### config.mk
export PLATFORM = sky130hd
export DESIGN_NAME = vfc_vertex_gen
export DESIGN_NICKNAME = d
export VERILOG_FILES = /design/src/sv/vfc_pkg.sv /design/src/sv/vfc_vertex_gen.sv
export SDC_FILE = /design/constraint.sdc
export NUM_CORES = 1
export LEC_CHECK = 0
export BUFFER_PORTS_ARGS = -buffer_cell sky130_fd_sc_hd__buf_4
export CAP_MARGIN = 5
export CORE_AREA = 8 8 45 47
export DETAILED_ROUTE_END_ITERATION = 10
export DIE_AREA = 0 0 53 55
export GPL_TIMING_DRIVEN = 0
export PLACE_DENSITY = 0.7
export SYNTH_ARGS = -nofsm -noshare
export SYNTH_HDL_FRONTEND = slang
export SYNTH_SLANG_ARGS = --single-unit
### constraint.sdc
create_clock -name vclk -period 1.2
set_input_delay 0.12 -clock vclk [all_inputs]
set_output_delay 0.12 -clock vclk [all_outputs]
set_load 0.03 [all_outputs]
### src/sv/vfc_pkg.sv
`timescale 1ns / 1ps
// ----------------------------------------------------------------------------
// vfc_pkg
// Shared types, codes and face tables of the voxel face-culling mesher.
// ----------------------------------------------------------------------------
package vfc_pkg;

    localparam int COORD_W     = 5;                 // voxel coordinate bits
    localparam int DIM_W       = 6;                 // grid size and half-unit bits
    localparam int ADDR_W      = 3 * COORD_W;       // occupancy store address
    localparam int STORE_DEPTH = 1 << ADDR_W;
    localparam int COORD_LIMIT = 1 << COORD_W;
    localparam int FACE_NUM    = 6;
    localparam int VTX_NUM     = 6;
    localparam int FACE_W      = 3;
    localparam int VTX_W       = 3;
    localparam int CODE_W      = 3;
    localparam int CFG_IDX_W   = 2;

    localparam logic [FACE_W-1:0] LAST_FACE = FACE_W'(FACE_NUM - 1);
    localparam logic [VTX_W-1:0]  LAST_VTX  = VTX_W'(VTX_NUM - 1);

    // transaction kinds on the input stream
    localparam logic OP_STORE = 1'b0;
    localparam logic OP_MESH  = 1'b1;

    // configuration register indexes
    localparam logic [CFG_IDX_W-1:0] CFG_GRID_WIDTH  = 2'd0;
    localparam logic [CFG_IDX_W-1:0] CFG_GRID_HEIGHT = 2'd1;
    localparam logic [CFG_IDX_W-1:0] CFG_GRID_DEPTH  = 2'd2;

    // face codes
    localparam logic [CODE_W-1:0] CODE_FRONT = 3'd0;
    localparam logic [CODE_W-1:0] CODE_RIGHT = 3'd1;
    localparam logic [CODE_W-1:0] CODE_DOWN  = 3'd2;
    localparam logic [CODE_W-1:0] CODE_BACK  = 3'd3;
    localparam logic [CODE_W-1:0] CODE_LEFT  = 3'd4;
    localparam logic [CODE_W-1:0] CODE_UP    = 3'd5;

    localparam logic [DIM_W-1:0] OFS_ZERO = 6'd0;
    localparam logic [DIM_W-1:0] OFS_INC  = 6'd1;
    localparam logic [DIM_W-1:0] OFS_DEC  = 6'h3f;

    typedef struct packed {
        logic [DIM_W-1:0] dx;
        logic [DIM_W-1:0] dy;
        logic [DIM_W-1:0] dz;
    } vfc_offset_t;

    // neighbour probe result
    typedef struct packed {
        logic [ADDR_W-1:0] addr;
        logic              inb;
    } vfc_probe_t;

    // one emitted vertex
    typedef struct packed {
        logic              tex_v;
        logic              tex_u;
        logic [CODE_W-1:0] face_code;
        logic [DIM_W-1:0]  vert_z;
        logic [DIM_W-1:0]  vert_y;
        logic [DIM_W-1:0]  vert_x;
    } vfc_vertex_t;

    // grid size clamped to 1 .. lim
    function automatic logic [DIM_W-1:0] eff_dim(input logic [DIM_W-1:0] r,
                                                 input logic [DIM_W-1:0] lim);
        logic [DIM_W-1:0] d;
        d = r;
        if (d == '0) begin
            d = DIM_W'(1);
        end
        if (d > lim) begin
            d = lim;
        end
        return d;
    endfunction

    // neighbour offset in emission order (mod 64, so x-1 at x=0 lands out of range)
    function automatic vfc_offset_t nbr_offset(input logic [FACE_W-1:0] f);
        vfc_offset_t o;
        case (f)
            3'd0:    o = '{dx: OFS_ZERO, dy: OFS_ZERO, dz: OFS_DEC};
            3'd1:    o = '{dx: OFS_ZERO, dy: OFS_DEC,  dz: OFS_ZERO};
            3'd2:    o = '{dx: OFS_DEC,  dy: OFS_ZERO, dz: OFS_ZERO};
            3'd3:    o = '{dx: OFS_ZERO, dy: OFS_ZERO, dz: OFS_INC};
            3'd4:    o = '{dx: OFS_ZERO, dy: OFS_INC,  dz: OFS_ZERO};
            3'd5:    o = '{dx: OFS_INC,  dy: OFS_ZERO, dz: OFS_ZERO};
            default: o = '{dx: OFS_ZERO, dy: OFS_ZERO, dz: OFS_ZERO};
        endcase
        return o;
    endfunction

    function automatic logic [CODE_W-1:0] face_code_of(input logic [FACE_W-1:0] f);
        logic [CODE_W-1:0] c;
        case (f)
            3'd0:    c = CODE_FRONT;
            3'd1:    c = CODE_DOWN;
            3'd2:    c = CODE_RIGHT;
            3'd3:    c = CODE_BACK;
            3'd4:    c = CODE_UP;
            3'd5:    c = CODE_LEFT;
            default: c = CODE_FRONT;
        endcase
        return c;
    endfunction

    // vertex corner bits: {v, u, dz, dy, dx}
    function automatic logic [4:0] vtx_bits(input logic [FACE_W-1:0] f,
                                            input logic [VTX_W-1:0] i);
        logic [4:0] t [VTX_NUM];
        logic [4:0] b;
        case (f)
            3'd0:    t = '{5'b00000, 5'b01001, 5'b11011, 5'b11011, 5'b10010, 5'b00000};
            3'd1:    t = '{5'b10101, 5'b11001, 5'b01000, 5'b01000, 5'b00100, 5'b10101};
            3'd2:    t = '{5'b10010, 5'b00000, 5'b01100, 5'b01100, 5'b11110, 5'b10010};
            3'd3:    t = '{5'b10111, 5'b00101, 5'b01100, 5'b01100, 5'b11110, 5'b10111};
            3'd4:    t = '{5'b11010, 5'b01011, 5'b00111, 5'b00111, 5'b10110, 5'b11010};
            3'd5:    t = '{5'b00101, 5'b01001, 5'b11011, 5'b11011, 5'b10111, 5'b00101};
            default: t = '{5'b00000, 5'b00000, 5'b00000, 5'b00000, 5'b00000, 5'b00000};
        endcase
        case (i)
            3'd0:    b = t[0];
            3'd1:    b = t[1];
            3'd2:    b = t[2];
            3'd3:    b = t[3];
            3'd4:    b = t[4];
            3'd5:    b = t[5];
            default: b = 5'b00000;
        endcase
        return b;
    endfunction

endpackage

### src/sv/vfc_vertex_gen.sv
`timescale 1ns / 1ps
// ----------------------------------------------------------------------------
// vfc_vertex_gen
// Builds one vertex from the voxel position, face and corner index.
// ----------------------------------------------------------------------------
module vfc_vertex_gen (
    input  logic [vfc_pkg::COORD_W-1:0] pos_x,
    input  logic [vfc_pkg::COORD_W-1:0] pos_y,
    input  logic [vfc_pkg::COORD_W-1:0] pos_z,
    input  logic [vfc_pkg::FACE_W-1:0]  face,
    input  logic [vfc_pkg::VTX_W-1:0]   vidx,
    output vfc_pkg::vfc_vertex_t        vtx
);
    import vfc_pkg::*;

    logic [4:0] bits;

    always_comb begin
        bits          = vtx_bits(face, vidx);
        // half units: 2*pos plus the corner offset
        vtx.vert_x    = {pos_x, bits[0]};
        vtx.vert_y    = {pos_y, bits[1]};
        vtx.vert_z    = {pos_z, bits[2]};
        vtx.tex_u     = bits[3];
        vtx.tex_v     = bits[4];
        vtx.face_code = face_code_of(face);
    end

endmodule

# Yosys cells after proc, flatten, opt, wreduce, memory -nomap -nowiden
# Cells that the tools add are included.
[totals]
regBits = 0
output_inout_bits = 23
[classes]
n_eq_ne = 10
mux = 3
reduce_logical = 2
[op_table]
columns = ["op", "n"]
rows = [
  ["$pmux 30 s6", 1],
  ["$pmux 5 s6", 1],
  ["$pmux 3 s5", 1],
  ["$eq 3x2->1 const B", 4],
  ["$eq 3x3->1 const B", 4],
  ["$eq 3x1->1 const B", 2],
  ["$logic_not 3->1", 2],
]

# Logic depth before layout (Yosys ltp)
# Gate-level depths: netlist (run 1).
[depth]
depth_word = 3
depth_mapped = 5
ltp_nobuf = 4

# Worst setup path before layout (run 1)
# Ideal clock, no wire load.
[synth_path]
path_kind = "input to output"
start = "input port face[1] (netlist name)"
end = "output port vtx[22] (netlist name)"
t_arrival_ns = 1.652
required_ns = 1.080
slack_ns = -0.572
stages = 5
path_buffers = 1
path_cell_list = "buf_2 nand2b_1 o21bai_1 a21oi_1 o221ai_1"
[synth_lines]
columns = ["element", "line_no", "rtl"]
rows = [
  ["start, declared", "vfc_vertex_gen.sv:10", "input logic [vfc_pkg::FACE_W-1:0] face,"],
  ["end, declared", "vfc_vertex_gen.sv:12", "output vfc_pkg::vfc_vertex_t vtx"],
]

==> impl_metrics.toml, run 1 <==
[power_and_ir_drop]
p_clk_frac = 0
cellInternalPower_mw = 0.177
combinationalPowerShare = 1.000
power.static_leakage_nw = 0.368
power.net_switching_mw = 0.202
pwr_density_cell_mw_per_mm2 = 514
net_switching_fraction_of_the_power = 0.533
fin_total_pwr_mw = 0.379
ir_worst_vdd_v = 0.000254
share_seq_of_total_power = 0

[die]
die_width_um = 53
row_count = 14
core_sq_mm = 0.00138
design.die.area_sq_mm = 0.00292
initial_core_util = 0.283
die_h_um = 55
design.portCount = 44

[setup_path]
crit_required_ns = 1.08
timing.critical_path.max_delay_family = "simple AND/OR/NAND/NOR gates"
setup.worst_path.class = "input pin to primary output"
worst_setup_path_end_kind = "primary output"
timing.critical_path.arrival_ns = 1.11
worst-path-max-fanout = 3
cp.buffers_inverters = 2
timing.critical_path.slowest_cell_delay_ns = 0.53
startpoint_type = "input pin"
crit_path_start = "face[0]"
cp-endpoint = "vtx[22]"
timing.critical_path.depth = 5
critical_path.cell_chain = "buf_12 -> nor2b_4 -> or4_4 -> o221ai_4 -> buf_6"
critical-path-slowest-cell = "or4_4"

[placed_design]
place_worst_setup_slack_ns = -0.173
gp_routability_congestion = 0.766
detailedPlacementHpwl_mm = 1.14
detailed_place.area_sq_um = 644
numPlacedInstances = 100
port_buffers = 24

[synthesis]
yosys.area_share.simple = 0.272
synth_nets = 81
synth-warning-count = 0
synth.cell_area_sq_um = 392
muxShareOfSynthArea = 0
yosys.cell_count.top_type = "buf_4"
synth_xor_xnor_area_share = 0
synth.top_cells.by_count = "buf_4 (15), a21oi_1 (4), nand2b_1 (4), nor2b_1 (4), o21ai_0 (4)"
synth-seq-area-share = 0
library_cells_used_by_synthesis = 22
synth_compound_gate_area_share = 0.316
synth.top_cell.area_share = 0.288
synth_cells = 60
synthesis.area_per_instance_sq_um = 6.53
main_combinational_cell_family_by_area_after_synthesis = "buffers and inverters"
yosys.area_share.adder = 0
yosys-top-cells-area = "buf_4 (29%), nand2b_1 (6.4%), nor2b_1 (6.4%)"
netlist.top_cell.by_area = "buf_4"

[cells_and_area]
post_layout_nonfiller_instances = 105
post-route-util = 0.533
final.clkbuf_count = 0
ff_latch_area_sq_um = 0
post_route_cells_drive_above_1_share = 0.719
insertedDiodeCount = 0
postLayoutCellArea_sq_um = 737
syn_to_final_growth_pct = 88.2
layout.sequential_cells = 0
final_net_count = 112

[drt]
drt-wirelength-per-cell_um = 13.6
drcViolationCount = 0
route.vias.total = 497
postRouteAntennaNets = 0
drt-initial-drc-count = 5
drt_pass1_iterations = 4
wirelength_mm = 1.42
routed_via_density = 4.73

[sta]
finalCriticalPeriod_ns = 1.23
postLayoutSetupSlackWorst_ns = -0.0279
setup_viol = 1
fmax_mhz = 814
hold_viol_final = 0
layout_worst_path_cycle_share = 1.02
setup_tns_ns = -0.0279
rsz0062_at_grt = "true"
timing.max_slew.rel_slack = 0.851
timing.final.max_slew_violations = 0
worst_pin_slew_ns = 0.222
finalHoldWorstSlack_ns = 0.457

[min_path]
min_path_type = "input pin to primary output"

[grt]
vias_in_the_first_global_route = 510
grt_start_max_net_pins = 11
antenna_found_initial = 0
overflow = 0
wire_length_of_the_first_global_routing_pass_mm = 2.14
global_route.usage.total = 0.0888

[outcome]
run_status = "finished with violations"
failed_checks = "setup timing"

[clock_tree]
cts_hold_buffers = 0

[run]
drv_cap = 0
[how the worst min path moves through the flow]
| stage | start | endpoint | slack [ns] | depth (start not counted) |
|---|---|---|---|---|
| after global routing | pos_z[1] | vtx[14] | 0.46 | 2 |
| after detailed placement | pos_z[1] | vtx[14] | 0.46 | 2 |
| after global placement | pos_z[1] | vtx[14] | 0.46 | 2 |
| after floorplan | pos_y[3] | vtx[10] | 0.37 | 1 |
| final | pos_x[0] | vtx[1] | 0.46 | 2 |
| after CTS | pos_z[1] | vtx[14] | 0.46 | 2 |
[logic make-up (layout without fill, tap and decap cells)]
kind of cell,count (synthesis),after routing
buf+inv,23,52
simple gates,18,18
compound gates,19,19
[area by class of cell]
| cell class | count | area, sq um |
|---|---|---|
| fill | 138 | 647 |
| buffer | 20 | 174 |
| timing repair buffer | 29 | 225 |
| tap | 16 | 20.0 |
| inverter | 3 | 11.3 |
| multi-input combinational | 37 | 307 |
[metal layers]
| layer | up-vias | global-route usage | wire [um] | part of all wire |
|---|---|---|---|---|
| met1 | 218 | 0.106 | 547 | 0.38 |
| li1 | 252 | - | - | - |
| met2 | 27 | 0.160 | 747 | 0.52 |
| met4 | 0 | 0.00431 | 0 | 0 |
| met5 | - | 0 | 0 | 0 |
| met3 | 0 | 0.0267 | 129 | 0.091 |
[repair_timing]
item,in CTS,in global routing
gates resized for setup,14,2
pin swaps,3,3
endpoints found under the setup margin,2,2
setup buffers,5,0
[cell usage in the layout (no fill, tap or decap)]
| master | instances |
|---|---|
| inv_1 | 3 |
| o21bai_4 | 1 |
| or2_2 | 1 |
| a21oi_2 | 1 |
| nor3_1 | 2 |
| nand2b_1 | 2 |
| a22o_1 | 1 |
| nor2b_4 | 1 |
| buf_8 | 1 |
| nand2_1 | 2 |
| o21ai_0 | 2 |
| o22ai_1 | 1 |
| o21ai_1 | 1 |
| nor2_2 | 1 |
| nand2b_4 | 3 |
| or4_4 | 1 |
| o21ai_2 | 1 |
| a41oi_1 | 1 |
| o221ai_4 | 1 |
| a32oi_1 | 1 |
| buf_6 | 3 |
| a21oi_1 | 3 |
| o21ba_2 | 1 |
| a31oi_1 | 3 |
| buf_4 | 44 |
| nor2b_1 | 1 |
| nor2b_2 | 2 |
| nor2_1 | 2 |
| buf_12 | 1 |
| o22ai_2 | 1 |
[power groups by stage]
stage | clock (mW) | sequential, mW | combinational (mW)
global placement | 0 | 0 | 0.340
global route | 0 | 0 | 0.401
finish | 0 | 0 | 0.379
CTS | 0 | 0 | 0.378
detailed placement | 0 | 0 | 0.345
floorplan | 0 | 0 | 0.250
No activity file was read; power rests on OpenSTA's default activity.
==> inputs of run 2 (changes only) <==
- PLACE_DENSITY: 0.7 -> unset
- PLACE_DENSITY_LB_ADDON: unset -> 0.3
==> run 2 against run 1 <==
Against the previous run: the run still ends with setup timing left; clock-buffer cell count did not move; die area did not move; fmax rose by 0.80%; via count fell by 3.8%; highest routed layer unchanged.
==> impl_metrics.toml, run 2 (synthesized netlist as in run 1, its figures left out) <==
[cells_and_area]
syn_to_final_growth_pct = 90.1
ff_latch_area_sq_um = 0
postLayoutCellArea_sq_um = 744
post-route-util = 0.538
most_common_cell_after_layout_fill_and_taps_aside = "buf_4"
final_net_count = 110
layout.sequential_cells = 0
post_layout_nonfiller_instances = 103
insertedDiodeCount = 0
fillerInstances = 131
post_route_cells_drive_above_1_share = 0.736
final.clkbuf_count = 0

[setup_path]
worst_setup_path_end_kind = "primary output"
timing.critical_path.arrival_ns = 1.10
critical-path-slowest-cell = "or4_4"
worst-path-max-fanout = 9
critical_path.cell_chain = "buf_12 -> nand2b_4 -> or4_4 -> o221ai_4 -> buf_6"
crit_required_ns = 1.08
startpoint_type = "input pin"
timing.critical_path.slowest_cell_delay_ns = 0.49
setup.worst_path.class = "input pin to primary output"

[sta]
timing.max_slew.rel_slack = 0.865
setup_tns_ns = -0.0181
fmax_mhz = 821
worst_pin_slew_ns = 0.200
layout_worst_path_cycle_share = 1.02
hold_viol_final = 0
rsz0062_at_grt = "true"
timing.final.max_slew_violations = 0
setup_viol = 1
finalCriticalPeriod_ns = 1.22
postLayoutSetupSlackWorst_ns = -0.0181

[die]
die_h_um = 55
design.die.area_sq_mm = 0.00292
design.portCount = 44
initial_core_util = 0.283
die_width_um = 53
row_count = 14
core_sq_mm = 0.00138

[drt]
drt-wirelength-per-cell_um = 12.6
drcViolationCount = 0
routed_via_density = 4.64
drt_pass1_iterations = 4
postRouteAntennaNets = 0
wirelength_mm = 1.30
route.vias.total = 478
drt-initial-drc-count = 4

[grt]
global_route.usage.total = 0.0790
vias_in_the_first_global_route = 430
antenna_found_initial = 0
wire_length_of_the_first_global_routing_pass_mm = 1.88
overflow = 0
grt_start_max_net_pins = 11

[outcome]
run_status = "finished with violations"
failed_checks = "setup timing"

[power_and_ir_drop]
ir_worst_vdd_v = 0.000225
power.static_leakage_nw = 0.363
pwr_density_cell_mw_per_mm2 = 509
fin_total_pwr_mw = 0.379

[clock_tree]
cts_hold_buffers = 0

[min_path]
min_path_type = "input pin to primary output"

[placed_design]
detailedPlacementHpwl_mm = 1.06
numPlacedInstances = 100
port_buffers = 24
detailed_place.area_sq_um = 644
gp_routability_congestion = 0.799

[run]
drv_cap = 0
==> run 2: cell types whose count changed in the layout (fill, tap and decap cells not counted), sizes merged <==
| cell | before | now |
|---|---|---|
| clkbuf | 0 | 1 |
| buf | 49 | 46 |
==> run 2: routing by layer <==
| metal | part of all wire | global-route usage |
|---|---|---|
| met5 | 0 | 0 |
| met4 | 0 | 0 |
| met3 | 0.14 | 0.0241 |
| met2 | 0.49 | 0.135 |
| met1 | 0.37 | 0.101 |
==> run 2: report_power, final <==
group | internal [mW] | switching (mW)
Sequential | 0 | 0
Clock | 0 | 0
Combinational | 0.178 | 0.201
Total | 0.178 | 0.201
==> run 2: worst max-delay path, delay by kind of cell <==
family | cells | cell delay [ns]
compound gates | 1 | 0.08
simple gates | 2 | 0.63
buf+inv | 2 | 0.27
==> run 2: cell type report <==
type                       count  area [sq um]  area share
inverter                       3          11.3      0.0151
timing repair buffer          27           210       0.282
buffer                        20           179       0.240
tap                           16          20.0      0.0269
multi-input combinational     37           324       0.435
==> run 2: final timing paths <==
check	slack, ns	startpoint	cells past startpoint	to
setup / recovery	-0.02	vidx[2]	5	vtx[22]
hold / removal	0.46	pos_y[3]	2	vtx[10]
==> run 2: timing repair <==
item,CTS,global route
pin swaps,2,1
gates resized for setup,12,8
cloned,0,0
hold endpoints to repair,0,0
buffers inserted,3,0
endpoints found under the setup margin,2,3
==> run 2: metrics by stage <==
stage | hold WS (ns) | setup WS (ns)
after floorplan | 0.372 | -0.0354
after global placement | 0.458 | -0.135
after detailed placement | 0.458 | -0.130
after CTS | 0.458 | -0.00334
after global routing | 0.461 | -0.0371
final | 0.457 | -0.0181
