[src/sv/vfc_pkg.sv]
`timescale 1ns / 1ps
// ----------------------------------------------------------------------------
// vfc_pkg
// Shared types, codes and face tables of the voxel face-culling mesher.
// ----------------------------------------------------------------------------
package vfc_pkg;

    localparam int COORD_W     = 5;                 // voxel coordinate bits
    localparam int DIM_W       = 6;                 // grid size and half-unit bits
    localparam int ADDR_W      = 3 * COORD_W;       // occupancy store address
    localparam int STORE_DEPTH = 1 << ADDR_W;
    localparam int COORD_LIMIT = 1 << COORD_W;
    localparam int FACE_NUM    = 6;
    localparam int VTX_NUM     = 6;
    localparam int FACE_W      = 3;
    localparam int VTX_W       = 3;
    localparam int CODE_W      = 3;
    localparam int CFG_IDX_W   = 2;

    localparam logic [FACE_W-1:0] LAST_FACE = FACE_W'(FACE_NUM - 1);
    localparam logic [VTX_W-1:0]  LAST_VTX  = VTX_W'(VTX_NUM - 1);

    // transaction kinds on the input stream
    localparam logic OP_STORE = 1'b0;
    localparam logic OP_MESH  = 1'b1;

    // configuration register indexes
    localparam logic [CFG_IDX_W-1:0] CFG_GRID_WIDTH  = 2'd0;
    localparam logic [CFG_IDX_W-1:0] CFG_GRID_HEIGHT = 2'd1;
    localparam logic [CFG_IDX_W-1:0] CFG_GRID_DEPTH  = 2'd2;

    // face codes
    localparam logic [CODE_W-1:0] CODE_FRONT = 3'd0;
    localparam logic [CODE_W-1:0] CODE_RIGHT = 3'd1;
    localparam logic [CODE_W-1:0] CODE_DOWN  = 3'd2;
    localparam logic [CODE_W-1:0] CODE_BACK  = 3'd3;
    localparam logic [CODE_W-1:0] CODE_LEFT  = 3'd4;
    localparam logic [CODE_W-1:0] CODE_UP    = 3'd5;

    localparam logic [DIM_W-1:0] OFS_ZERO = 6'd0;
    localparam logic [DIM_W-1:0] OFS_INC  = 6'd1;
    localparam logic [DIM_W-1:0] OFS_DEC  = 6'h3f;

    typedef struct packed {
        logic [DIM_W-1:0] dx;
        logic [DIM_W-1:0] dy;
        logic [DIM_W-1:0] dz;
    } vfc_offset_t;

    // neighbour probe result
    typedef struct packed {
        logic [ADDR_W-1:0] addr;
        logic              inb;
    } vfc_probe_t;

    // one emitted vertex
    typedef struct packed {
        logic              tex_v;
        logic              tex_u;
        logic [CODE_W-1:0] face_code;
        logic [DIM_W-1:0]  vert_z;
        logic [DIM_W-1:0]  vert_y;
        logic [DIM_W-1:0]  vert_x;
    } vfc_vertex_t;

    // grid size clamped to 1 .. lim
    function automatic logic [DIM_W-1:0] eff_dim(input logic [DIM_W-1:0] r,
                                                 input logic [DIM_W-1:0] lim);
        logic [DIM_W-1:0] d;
        d = r;
        if (d == '0) begin
            d = DIM_W'(1);
        end
        if (d > lim) begin
            d = lim;
        end
        return d;
    endfunction

    // neighbour offset in emission order (mod 64, so x-1 at x=0 lands out of range)
    function automatic vfc_offset_t nbr_offset(input logic [FACE_W-1:0] f);
        vfc_offset_t o;
        case (f)
            3'd0:    o = '{dx: OFS_ZERO, dy: OFS_ZERO, dz: OFS_DEC};
            3'd1:    o = '{dx: OFS_ZERO, dy: OFS_DEC,  dz: OFS_ZERO};
            3'd2:    o = '{dx: OFS_DEC,  dy: OFS_ZERO, dz: OFS_ZERO};
            3'd3:    o = '{dx: OFS_ZERO, dy: OFS_ZERO, dz: OFS_INC};
            3'd4:    o = '{dx: OFS_ZERO, dy: OFS_INC,  dz: OFS_ZERO};
            3'd5:    o = '{dx: OFS_INC,  dy: OFS_ZERO, dz: OFS_ZERO};
            default: o = '{dx: OFS_ZERO, dy: OFS_ZERO, dz: OFS_ZERO};
        endcase
        return o;
    endfunction

    function automatic logic [CODE_W-1:0] face_code_of(input logic [FACE_W-1:0] f);
        logic [CODE_W-1:0] c;
        case (f)
            3'd0:    c = CODE_FRONT;
            3'd1:    c = CODE_DOWN;
            3'd2:    c = CODE_RIGHT;
            3'd3:    c = CODE_BACK;
            3'd4:    c = CODE_UP;
            3'd5:    c = CODE_LEFT;
            default: c = CODE_FRONT;
        endcase
        return c;
    endfunction

    // vertex corner bits: {v, u, dz, dy, dx}
    function automatic logic [4:0] vtx_bits(input logic [FACE_W-1:0] f,
                                            input logic [VTX_W-1:0] i);
        logic [4:0] t [VTX_NUM];
        logic [4:0] b;
        case (f)
            3'd0:    t = '{5'b00000, 5'b01001, 5'b11011, 5'b11011, 5'b10010, 5'b00000};
            3'd1:    t = '{5'b10101, 5'b11001, 5'b01000, 5'b01000, 5'b00100, 5'b10101};
            3'd2:    t = '{5'b10010, 5'b00000, 5'b01100, 5'b01100, 5'b11110, 5'b10010};
            3'd3:    t = '{5'b10111, 5'b00101, 5'b01100, 5'b01100, 5'b11110, 5'b10111};
            3'd4:    t = '{5'b11010, 5'b01011, 5'b00111, 5'b00111, 5'b10110, 5'b11010};
            3'd5:    t = '{5'b00101, 5'b01001, 5'b11011, 5'b11011, 5'b10111, 5'b00101};
            default: t = '{5'b00000, 5'b00000, 5'b00000, 5'b00000, 5'b00000, 5'b00000};
        endcase
        case (i)
            3'd0:    b = t[0];
            3'd1:    b = t[1];
            3'd2:    b = t[2];
            3'd3:    b = t[3];
            3'd4:    b = t[4];
            3'd5:    b = t[5];
            default: b = 5'b00000;
        endcase
        return b;
    endfunction

endpackage

[src/sv/vfc_nbr_unit.sv]
`timescale 1ns / 1ps
// ----------------------------------------------------------------------------
// vfc_nbr_unit
// Shared neighbour unit: offset add, grid bounds compare and store address.
// ----------------------------------------------------------------------------
module vfc_nbr_unit (
    input  logic [vfc_pkg::COORD_W-1:0] pos_x,
    input  logic [vfc_pkg::COORD_W-1:0] pos_y,
    input  logic [vfc_pkg::COORD_W-1:0] pos_z,
    input  logic [vfc_pkg::FACE_W-1:0]  face,
    input  logic [vfc_pkg::DIM_W-1:0]   dim_w,
    input  logic [vfc_pkg::DIM_W-1:0]   dim_h,
    input  logic [vfc_pkg::DIM_W-1:0]   dim_d,
    output vfc_pkg::vfc_probe_t         probe
);
    import vfc_pkg::*;

    vfc_offset_t      ofs;
    logic [DIM_W-1:0] ax;
    logic [DIM_W-1:0] ay;
    logic [DIM_W-1:0] az;

    always_comb begin
        ofs = nbr_offset(face);
        // wraps to 63 below zero, which is always outside the grid
        ax  = {1'b0, pos_x} + ofs.dx;
        ay  = {1'b0, pos_y} + ofs.dy;
        az  = {1'b0, pos_z} + ofs.dz;
        probe.inb  = (ax < dim_w) && (ay < dim_h) && (az < dim_d);
        probe.addr = {az[COORD_W-1:0], ay[COORD_W-1:0], ax[COORD_W-1:0]};
    end

endmodule

[config.mk]
export PLATFORM = sky130hd
export DESIGN_NAME = vfc_nbr_unit
export DESIGN_NICKNAME = d
export VERILOG_FILES = /design/src/sv/vfc_pkg.sv /design/src/sv/vfc_nbr_unit.sv
export SDC_FILE = /design/constraint.sdc
export NUM_CORES = 1
export LEC_CHECK = 0
export ABC_AREA = 1
export CAP_MARGIN = 20
export CORE_UTILIZATION = 59
export DETAILED_ROUTE_END_ITERATION = 6
export DONT_BUFFER_PORTS = 1
export PLACE_DENSITY_LB_ADDON = 0.2
export SYNTH_ARGS = -nofsm -noshare
export SYNTH_HDL_FRONTEND = slang
export SYNTH_SLANG_ARGS = --single-unit
export TNS_END_PERCENT = 30
[constraint.sdc]
create_clock -name vclk -period 4.6
set_clock_uncertainty 0.2 [all_clocks]
set_input_delay 0.92 -clock vclk [all_inputs]
set_output_delay 0.92 -clock vclk [all_outputs]
set_load 0.005 [all_outputs]
# == Word level (Yosys, flattened, before mapping) ==
# Cells that the tools add are included.
# word_totals
register_bits,0
in_bits,36
wordCells,15
output_inout_bits,16
# op_classes
magnitude_cmp,3
n_reduce_logical,3
muxes,1
eq_ne,5
n_addsub,3
# op_table
cell,count
18-bit case mux with 6 select lines,1
5-bit by 6-bit adder with 6-bit output,3
6-bit < comparator,3
3-bit by 2-bit equality test with 1-bit output (second input constant),2
3-bit equality test (second input constant),2
3-bit by 1-bit equality test with 1-bit output (second input constant),1
3-bit zero test,1
1-bit logical AND,2

# == Logic depth before layout (Yosys ltp) ==
# Gate-level depths: netlist (run 1).
# logic_depth
depth_word,6
mapped_depth,17

# == Worst setup path after synthesis (run 1) ==
# Ideal clock, no wire load.
# synth_timing
path_type,input port to output port
start,in face[0] in the netlist's numbering
end,out probe[0] in the netlist's numbering
stages,15
setup_slack_ps,518
path_buffers,0
arrival_time_ps,2962
path_cell_list,inv_1 nor2_2 inv_2 nor2_2 ha_1 a21o_1 a31oi_1 xor2_1 inv_1 ha_1 a21oi_1 o21ai_0 a21oi_1 nand2_1 nor2_1
# synth_lines
element,line_no,text
"start, declared",vfc_nbr_unit.sv:10,"input logic [vfc_pkg::FACE_W-1:0] face,"
"end, declared",vfc_nbr_unit.sv:14,output vfc_pkg::vfc_probe_t probe

==> implementation parameters, run 1 <==
Parameter                              Value

Critical path
  Endpoint class of the critical path    output pin
  Largest fanout of any net on the critical path    6
  Crit path launch    face[2]
  Kind of launch point of the worst setup path    primary input
  Worst path bufs/invs    1
  Critical path type    primary input to output pin
  CP peak stage delay    0.42 ns
  Data arrival time at the worst-slack endpoint    3.19 ns
  Ordered list of cells on the worst path    inv_2, o21ai_0, o21a_1, ha_1, fa_1, nand3_1, nand2_1, xor2_1, ha_1, nand2_1, o21ai_0, a21oi_1, nand2_1, nor2_1
  Cell type group with the largest total delay on the critical path    adder cells
  Slowest CP cell    fa_1
  CP most frequent cell    nand2_1
  Crit path required time    roughly 3.5 ns

Timing
  Unrepaired setup endpoints after global routing    no
  Setup violation total in the final timing report    0
  Post-route setup slack    0.293 ns
  Summed negative setup slack over all endpoints    0 ns
  Crit path time final    4.31 ns
  Relative slew slack    79.3%
  Share of the clock period used by the worst path    93.6%
  Actual transition at the worst max-transition pin    0.310 ns
  Max-slew violation count    0
  Highest clock rate    232 MHz
  Hold Fails Final Rpt    0

Power
  Clock group share of total power    0%
  Fraction of power consumed by sequential logic    0%
  Power per cell area    roughly 110 nW/µm²
  Power Internal    0.0494 mW
  Sw Ratio    59.9%
  Max rail drop VDD    0.0615 mV
  Total net switching power    0.0739 mW
  Total design power    0.123 mW
  Combinational Power Share    between 90% and 100%
  Leakage power of the design    0.740 nW

Floorplanning
  Total number of placement rows    15
  Standard cell core area    1730 µm²
  Height of the die    44.7 µm
  Number of placed I/O pins    between 50 and 60
  Total die area    2000 µm²
  Initial core utilization    slightly above 60%
  Die width    44.7 µm

Synth
  Post-synthesis instance total    164
  Mean instance size in the synthesized netlist    roughly 6.6 µm²
  Share of the synthesized area in the top cell type    33.7%
  Largest cells by area after synthesis    ha_1 34%, inv_1 13%, nand2_1 9.8%
  Largest area contributor in the synthesized netlist    ha_1
  Register area share after synthesis    0%
  Cell area after synthesis    1080 µm²
  Distinct cells, synth    23
  Post-synth net total    231
  Yosys warns    0

Layout
  Nets    around 240
  Post-route cell area    1120 µm²
  Multi-input gate area in the final layout    about 930 µm²
  Number of inserted filler cells in the final layout    180
  Post-layout utilization of the core    65.1%
  Count of flip-flops and latches    0
  Antenna cell count    0
  FF/Latch Area    0 µm²
  Layout cell share with drive strength beyond 1    10.2%
  Signed area change from the synthesized netlist to the final layout    4.30%
  Count of clock buffers in the final design    0

Global routing
  Vias in the first global route    927
  Number of antenna violations at the first check in global routing    0
  Global Route Usage Sum    21.1%
  Pin count of the biggest net entering global routing    7
  Congestion Overflow GR    0
  Global-route wire length before repair    3.33 mm

Clock tree
  Post-CTS Setup Bufs    0
  Post-CTS Hold Buffers    0
  # resized after CTS    0

Place
  Post-DP HPWL    between 2 and 2.5 mm
  Weighted congestion at the end of routability-driven global placement    0.876
  Dpl ws    0.289 ns
  Number of buffer cells added on primary ports    0
  Area after DPL    ~1100 µm²

Run
  Max-Cap Viols    0

Route
  Post-detailed-route DRC marker count    0
  Violation count after the first detailed-routing iteration    22
  Number of routed nets with antenna violations    0
  Wire per inst    11.3 µm
  Number of optimization iterations in the first detailed-route pass    4
  Ratio of routed vias to standard cells    5.43
  Total wirelength of the detailed-routed design    2.16 mm
  Count of vias placed by the detailed router    1,037

Worst hold path
  Classification of the worst-slack hold path    primary input to output pin
  Start point of the worst hold path    pos_z[0]

Run status
  Result of the run    finished, final reports clean
[power groups by stage]
stage | Combinational [mW] | Sequential, mW | Clock [mW]
finish | 0.123 | 0 | 0
global route | 0.144 | 0 | 0
CTS | 0.125 | 0 | 0
detailed placement | 0.124 | 0 | 0
global placement | 0.117 | 0 | 0
floorplan | 0.0993 | 0 | 0
[layout make-up]
cell class,count,share of cell area [%]
Timing Repair Buffer,2,1.34
Inverter,40,13.4
Tap cell,25,2.78
Multi-Input combinational cell,124,82.5
[worst paths after layout]
| check | depth (start not counted) | slack (ns) | to |
|---|---|---|---|
| hold / removal | 1 | 1.78 | probe[11] |
| setup / recovery | 14 | 0.29 | probe[0] |
[layer usage]
| metal | up-vias | GRT usage, % | wire [µm] |
|---|---|---|---|
| met3 | 4 | 1.20 | 119 |
| met1 | 458 | 22.5 | 830 |
| met4 | 0 | 3.64 | 35 |
| li1 | 539 | - | - |
| met2 | 36 | 44.7 | 1170 |
| met5 | - | 0 | 0 |
[synth_stat cells]
cell type	number
o21a_1	1
nand2_1	28
nand3_1	10
a31oi_1	2
inv_2	4
xor2_2	1
nand2_2	3
a21boi_1	1
nand2_4	1
nor3_2	1
inv_1	36
o21bai_1	1
a21oi_1	12
nor2_2	2
a21o_1	2
fa_1	2
xor2_1	9
nor2_1	4
nor2_4	1
nand4_1	4
nand3_2	2
o21ai_0	8
ha_1	29
[kinds of logic (layout without fill, tap and decap cells)]
kind of cell | after synthesis | after routing | share of synthesized area [%]
AOI/OAI and AO/OA | 27 | 27 | 13.9
xor gates and xnor gates | 10 | 10 | 8.83
adders and majority gates | 31 | 31 | 37.4
buffers and inverters | 40 | 42 | 13.9
and+or+nand+nor | 56 | 56 | 25.9
[layout by cell type, fill, tap and decap left out, types with 2 or more instances in the layout]
cell type | netlist | final
nand3_1 | 10 | 10
inv_2 | 4 | 4
inv_1 | 36 | 36
nand4_1 | 4 | 4
nand3_2 | 2 | 2
a31oi_1 | 2 | 2
ha_1 | 29 | 29
a21o_1 | 2 | 2
fa_1 | 2 | 2
buf_4 | 0 | 2
xor2_1 | 9 | 9
nand2_2 | 3 | 3
o21ai_0 | 8 | 8
nor2_2 | 2 | 2
a21oi_1 | 12 | 12
nor2_1 | 4 | 4
nand2_1 | 28 | 28
[stage by stage]
| stage | hold slack, ns | cells |
|---|---|---|
| 5_1_grt | 1.80 | 191 |
| 6_report | 1.78 | 191 |
| 3_5_place_dp | 1.78 | 191 |
| 4_1_cts | 1.78 | 191 |
| 2_1_floorplan | 1.77 | 164 |
| 3_3_place_gp | 1.78 | 191 |
Power figures use the tool's default switching activity.
==> run 2, diff against run 1 <==
- ABC_AREA: 1 -> default
==> run 2 against run 1 <==
  * Design area fell by 7.9%
  * Fmax fell by 1.9%
  * Synthesized area fell by 7.8%
  * Critical path type unchanged
  * Routed wire length fell by 9.9%
  * Highest routed layer is now met3
  * Non-clock buffer count rose by 1
  * Sequential share of layout area did not move
  * Critical path depth fell by 4
  * Setup slack got worse by 0.085 ns
  * Synthesized cell count fell by 23%
  * Utilization rose by 2.1 points
==> implementation parameters, run 2 <==
Parameter                              Value

Synth
  Distinct cells, synth    28
  Mean instance size in the synthesized netlist    7.82 µm²
  Commonest cells post-synth    29 x ha_1, 18 x inv_1, 10 x nor2_1, 10 x xnor2_1, 8 x a21oi_1
  Yosys warns    0
  Largest area contributor in the synthesized netlist    ha_1
  Post-synthesis instance total    around 130
  Cell area after synthesis    993 µm²
  Largest cells by area after synthesis    ha_1 37%, xnor2_1 8.8%, inv_1 6.8%
  Top-count cell post-synth    ha_1
  Post-synth net total    between 150 and 200
  Register area share after synthesis    0%
  Share of the synthesized area in the top cell type    36.5%

Timing
  Max-slew violation count    0
  Share of the clock period used by the worst path    95.5%
  Unrepaired setup endpoints after global routing    no
  Highest clock rate    228 MHz
  Relative slew slack    80.1%
  Summed negative setup slack over all endpoints    0 ns
  Crit path time final    4.39 ns
  Setup violation total in the final timing report    0
  Hold Fails Final Rpt    0
  Actual transition at the worst max-transition pin    approximately 0.30 ns

Layout
  Count of flip-flops and latches    0
  Layout cell share with drive strength beyond 1    under 10%
  Number of cells in the finished layout apart from fillers    around 140
  Antenna cell count    0
  Count of clock buffers in the final design    0
  Commonest non-fill, non-tap cell in the layout    ha_1
  Signed area change from the synthesized netlist to the final layout    4.16%
  Commonest cells after routing, fill and taps aside    29 x ha_1, 18 x inv_1, 10 x nor2_1, 10 x xnor2_1, 8 x a21oi_1
  FF/Latch Area    0 µm²
  Nets    197

Place
  Post-DP HPWL    1.82 mm
  Number of buffer cells added on primary ports    0
  Number of instances in the placed design    144
  Weighted congestion at the end of routability-driven global placement    0.723

Global routing
  Pin count of the biggest net entering global routing    8
  Congestion Overflow GR    0
  Vias in the first global route    849
  Number of antenna violations at the first check in global routing    0
  Global-route wire length before repair    3.37 mm
  Global Route Usage Sum    about 22%

Critical path
  Endpoint class of the critical path    output pin
  Kind of launch point of the worst setup path    primary input
  Critical path type    primary input to output pin
  Crit path launch    face[1]
  CP peak stage delay    0.40 ns
  Cell type group with the largest total delay on the critical path    simple AND/OR/NAND/NOR gates
  Worst path bufs/invs    1
  Crit path required time    3.48 ns
  Ordered list of cells on the worst path    or3_4, inv_1, ha_1, and3_2, mux2i_1, nand4_1, ha_1, a222oi_1, nor4b_1, and4_1
  Data arrival time at the worst-slack endpoint    between 3 and 4 ns
  Slowest CP cell    or3_4
  Largest fanout of any net on the critical path    7
  CP most frequent cell    ha_1

Power
  Power per cell area    107 nW/µm²
  Max rail drop VDD    0.0508 mV
  Leakage power of the design    0.534 nW

Floorplanning
  Initial core utilization    64.4%
  Number of placed I/O pins    52
  Total number of placement rows    14
  Total die area    between 1500 and 2000 µm²
  Standard cell core area    1540 µm²
  Die width    43.0 µm
  Height of the die    43.0 µm

Route
  Detailed-routed wire length on met3    151 µm
  Total wirelength of the detailed-routed design    1.95 mm
  Wire length on met2    931 µm
  Violation count after the first detailed-routing iteration    11
  Post-detailed-route DRC marker count    0
  Ratio of routed vias to standard cells    6.13
  Count of vias placed by the detailed router    approximately 880
  Length of routed wiring on met1    roughly 860 µm
  Number of routed nets with antenna violations    0
  Uppermost metal layer occupied by signal nets    met3
  Wire per inst    13.5 µm
  Number of optimization iterations in the first detailed-route pass    5

Clock tree
  Post-CTS Hold Buffers    0
  # resized after CTS    0
  Post-CTS Setup Bufs    0

Run
  Max-Cap Viols    0

Run status
  Result of the run    finished, final reports clean

Worst hold path
  Classification of the worst-slack hold path    primary input to output pin
  Start point of the worst hold path    pos_z[2]
## run 2: layer usage
metal	track usage, %	vias to the layer above
li1	-	456
met1	29.2	389
met2	41.8	38
met3	1.70	0
met4	0.606	0
met5	0	-
## run 2: final timing paths
check	end	slack, ns	depth (start not counted)
worst max-delay path	probe[0]	0.21	10
worst min-delay path	probe[13]	1.73	1
## run 2: area by class of cell
cell class	instances	area (µm²)
Multi-Input combinational cell	107	925
Fill cell	139	507
Inverter	18	67.6
Timing Repair Buffer	3	22.5
Tap cell	16	20.0
## run 2: logic make-up (layout without fill, tap and decap cells)
family / Yosys count / in the layout / share of synthesized area [%]
and+or+nand+nor: 34 / 34 / 18.4
buffers and inverters: 20 / 21 / 9.07
AOI/OAI and AO/OA: 27 / 27 / 18.6
muxes: 1 / 1 / 1.01
xor gates and xnor gates: 14 / 14 / 12.3
adders and majority gates: 31 / 31 / 40.6
## run 2: metrics by stage
stage	cell area (µm²)	power, mW	hold WS [ns]	setup slack [ns]	util, %
after floorplan	1000	0.0915	1.72	0.224	-
after global placement	1020	0.108	1.73	0.159	66.4
after detailed placement	1020	0.111	1.73	0.113	66.4
after CTS	1020	0.112	1.73	0.127	66.4
after global routing	1030	0.130	1.73	0.0441	67.1
final	1030	0.111	1.73	0.208	67.1
## run 2: report_power, final
part / switching [mW] / leakage [nW] / internal [mW]
registers: 0 / 0 / 0
clock network: 0 / 0 / 0
logic: 0.0589 / 0.534 / 0.0521
total: 0.0589 / 0.534 / 0.0521
==> run 3, diff against run 2 <==
- CAP_MARGIN: 20 -> default
- PLACE_DENSITY: default -> 0.74
- PLACE_DENSITY_LB_ADDON: 0.2 -> default
- clock period: 4.6 -> 4.8 ns (I/O delays scaled with it)
==> run 3 against run 2 <==
  * Final cell count stayed put
  * Die area stayed put
  * Critical path depth stayed put
  * Critical endpoint unchanged
  * Via count is 0.34% lower
==> implementation parameters, run 3 (synthesis results as in run 2) <==
Parameter                              Value

Floorplanning
  Number of placed I/O pins    52
  Height of the die    43.0 µm
  Initial core utilization    64.4%
  Total number of placement rows    14
  Standard cell core area    1540 µm²
  Total die area    about 1900 µm²
  Die width    43.0 µm

Layout
  Commonest non-fill, non-tap cell in the layout    ha_1
  Signed area change from the synthesized netlist to the final layout    2.52%
  FF/Latch Area    0 µm²
  Number of cells in the finished layout apart from fillers    ~140
  Count of clock buffers in the final design    0
  Nets    197
  Count of flip-flops and latches    0
  Antenna cell count    0
  Post-layout utilization of the core    66.1%
  Commonest cells after routing, fill and taps aside    29 x ha_1, 18 x inv_1, 10 x nor2_1, 10 x xnor2_1, 8 x a21oi_1
  Layout cell share with drive strength beyond 1    4.69%

Power
  Fraction of power consumed by sequential logic    0%
  Power Internal    0.0504 mW
  Total net switching power    0.0579 mW
  Max rail drop VDD    0.0530 mV
  Power per cell area    106 nW/µm²
  Combinational Power Share    100.0%
  Sw Ratio    53.5%
  Leakage power of the design    0.528 nW
  Clock group share of total power    0%

Timing
  Share of the clock period used by the worst path    between 90 and 100%
  Crit path time final    4.58 ns
  Relative slew slack    about four fifths
  Hold Fails Final Rpt    0
  Actual transition at the worst max-transition pin    0.295 ns
  Highest clock rate    218 MHz
  Setup violation total in the final timing report    0
  Fin Hold WS    1.81 ns
  Max-slew violation count    0
  Unrepaired setup endpoints after global routing    no
  Summed negative setup slack over all endpoints    0 ns

Critical path
  CP peak stage delay    0.44 ns
  Data arrival time at the worst-slack endpoint    3.42 ns
  Slowest CP cell    or3_4
  Largest fanout of any net on the critical path    10
  CP most frequent cell    ha_1
  Kind of launch point of the worst setup path    primary input
  Critical path type    primary input to output pin
  Ordered list of cells on the worst path    or3_4, inv_1, ha_1, and3_2, mux2i_1, nand4_1, ha_1, a222oi_1, nor4b_1, and4_1
  Endpoint class of the critical path    output pin
  Crit path required time    3.64 ns

Route
  Post-detailed-route DRC marker count    0
  Total wirelength of the detailed-routed design    a little over 2 mm
  Violation count after the first detailed-routing iteration    5
  Number of optimization iterations in the first detailed-route pass    4
  Ratio of routed vias to standard cells    just over 6
  Wire per inst    14.3 µm
  Number of routed nets with antenna violations    0
  Count of vias placed by the detailed router    880

Global routing
  Congestion Overflow GR    0
  Vias in the first global route    872
  Pin count of the biggest net entering global routing    11
  Number of antenna violations at the first check in global routing    0
  Global Route Usage Sum    22.5%
  Global-route wire length before repair    3.37 mm

Worst hold path
  Worst hold path stage count    1
  End of the worst hold path    probe[13]
  Start point of the worst hold path    pos_z[2]
  Classification of the worst-slack hold path    primary input to output pin

Place
  Number of buffer cells added on primary ports    0
  Weighted congestion at the end of routability-driven global placement    0.781
  Post-DP HPWL    1.83 mm
  Number of instances in the placed design    144

Run status
  Result of the run    finished, final reports clean

Run
  Max-Cap Viols    0

Clock tree
  Post-CTS Setup Bufs    0
run 3: cell counts in the layout (fill, tap and decap cells not counted):
No cell type changed its count.
run 3: critical path, delay by kind of cell:
kind                     cells  cell delay (ns)
AO/OA/AOI/OAI                1             0.27
adder cells (fa/ha/maj)      2             0.60
buffers and inverters        1             0.14
multiplexers                 1             0.13
AND/OR/NAND/NOR              5             1.33
run 3: layer usage:
layer	global-route usage [%]	vias to the layer above	wire [µm]
li1	-	461	-
met4	1.21	0	0
met2	44.8	39	1010
met5	0	-	0
met3	4.26	0	158
met1	25.3	380	887
run 3: repair_timing:
action / in CTS / in global routing
endpoints found under the setup margin: 0 / 1
gates resized for setup: 0 / 1
hold endpoints to repair: 0 / 0
hold buffers: 0 / 0
run 3: how the worst max path moves through the flow:
stage                  from  endpoint  slack (ns)  depth (start not counted)
finish              face[1]  probe[0]        0.22                         10
global route        face[0]  probe[0]        0.02                         11
CTS                 face[1]  probe[0]        0.12                         10
detailed placement  face[1]  probe[0]        0.13                         10
global placement    face[1]  probe[0]        0.25                         10
floorplan           face[0]  probe[0]        0.09                         11
run 3: power by group through the flow:
| stage | Sequential [mW] | Clock (mW) | Combinational [mW] |
|---|---|---|---|
| after floorplan | 0 | 0 | 0.0873 |
| after global placement | 0 | 0 | 0.103 |
| after detailed placement | 0 | 0 | 0.108 |
| after CTS | 0 | 0 | 0.108 |
| after global routing | 0 | 0 | 0.126 |
| final | 0 | 0 | 0.108 |
run 3: layout make-up:
cell class | instances | area (µm²)
inverter | 18 | 67.6
multi-input combinational | 107 | 908
timing repair buffer | 3 | 22.5
tap | 16 | 20.0
fill | 141 | 523
run 3: stage by stage:
step / worst slack, ns / total power, mW / area, µm²
after floorplan: 0.0922 / 0.0873 / 993
after global placement: 0.254 / 0.103 / 1010
after detailed placement: 0.125 / 0.108 / 1010
after CTS: 0.117 / 0.108 / 1010
final: 0.219 / 0.108 / 1020
after global routing: 0.0182 / 0.126 / 1020
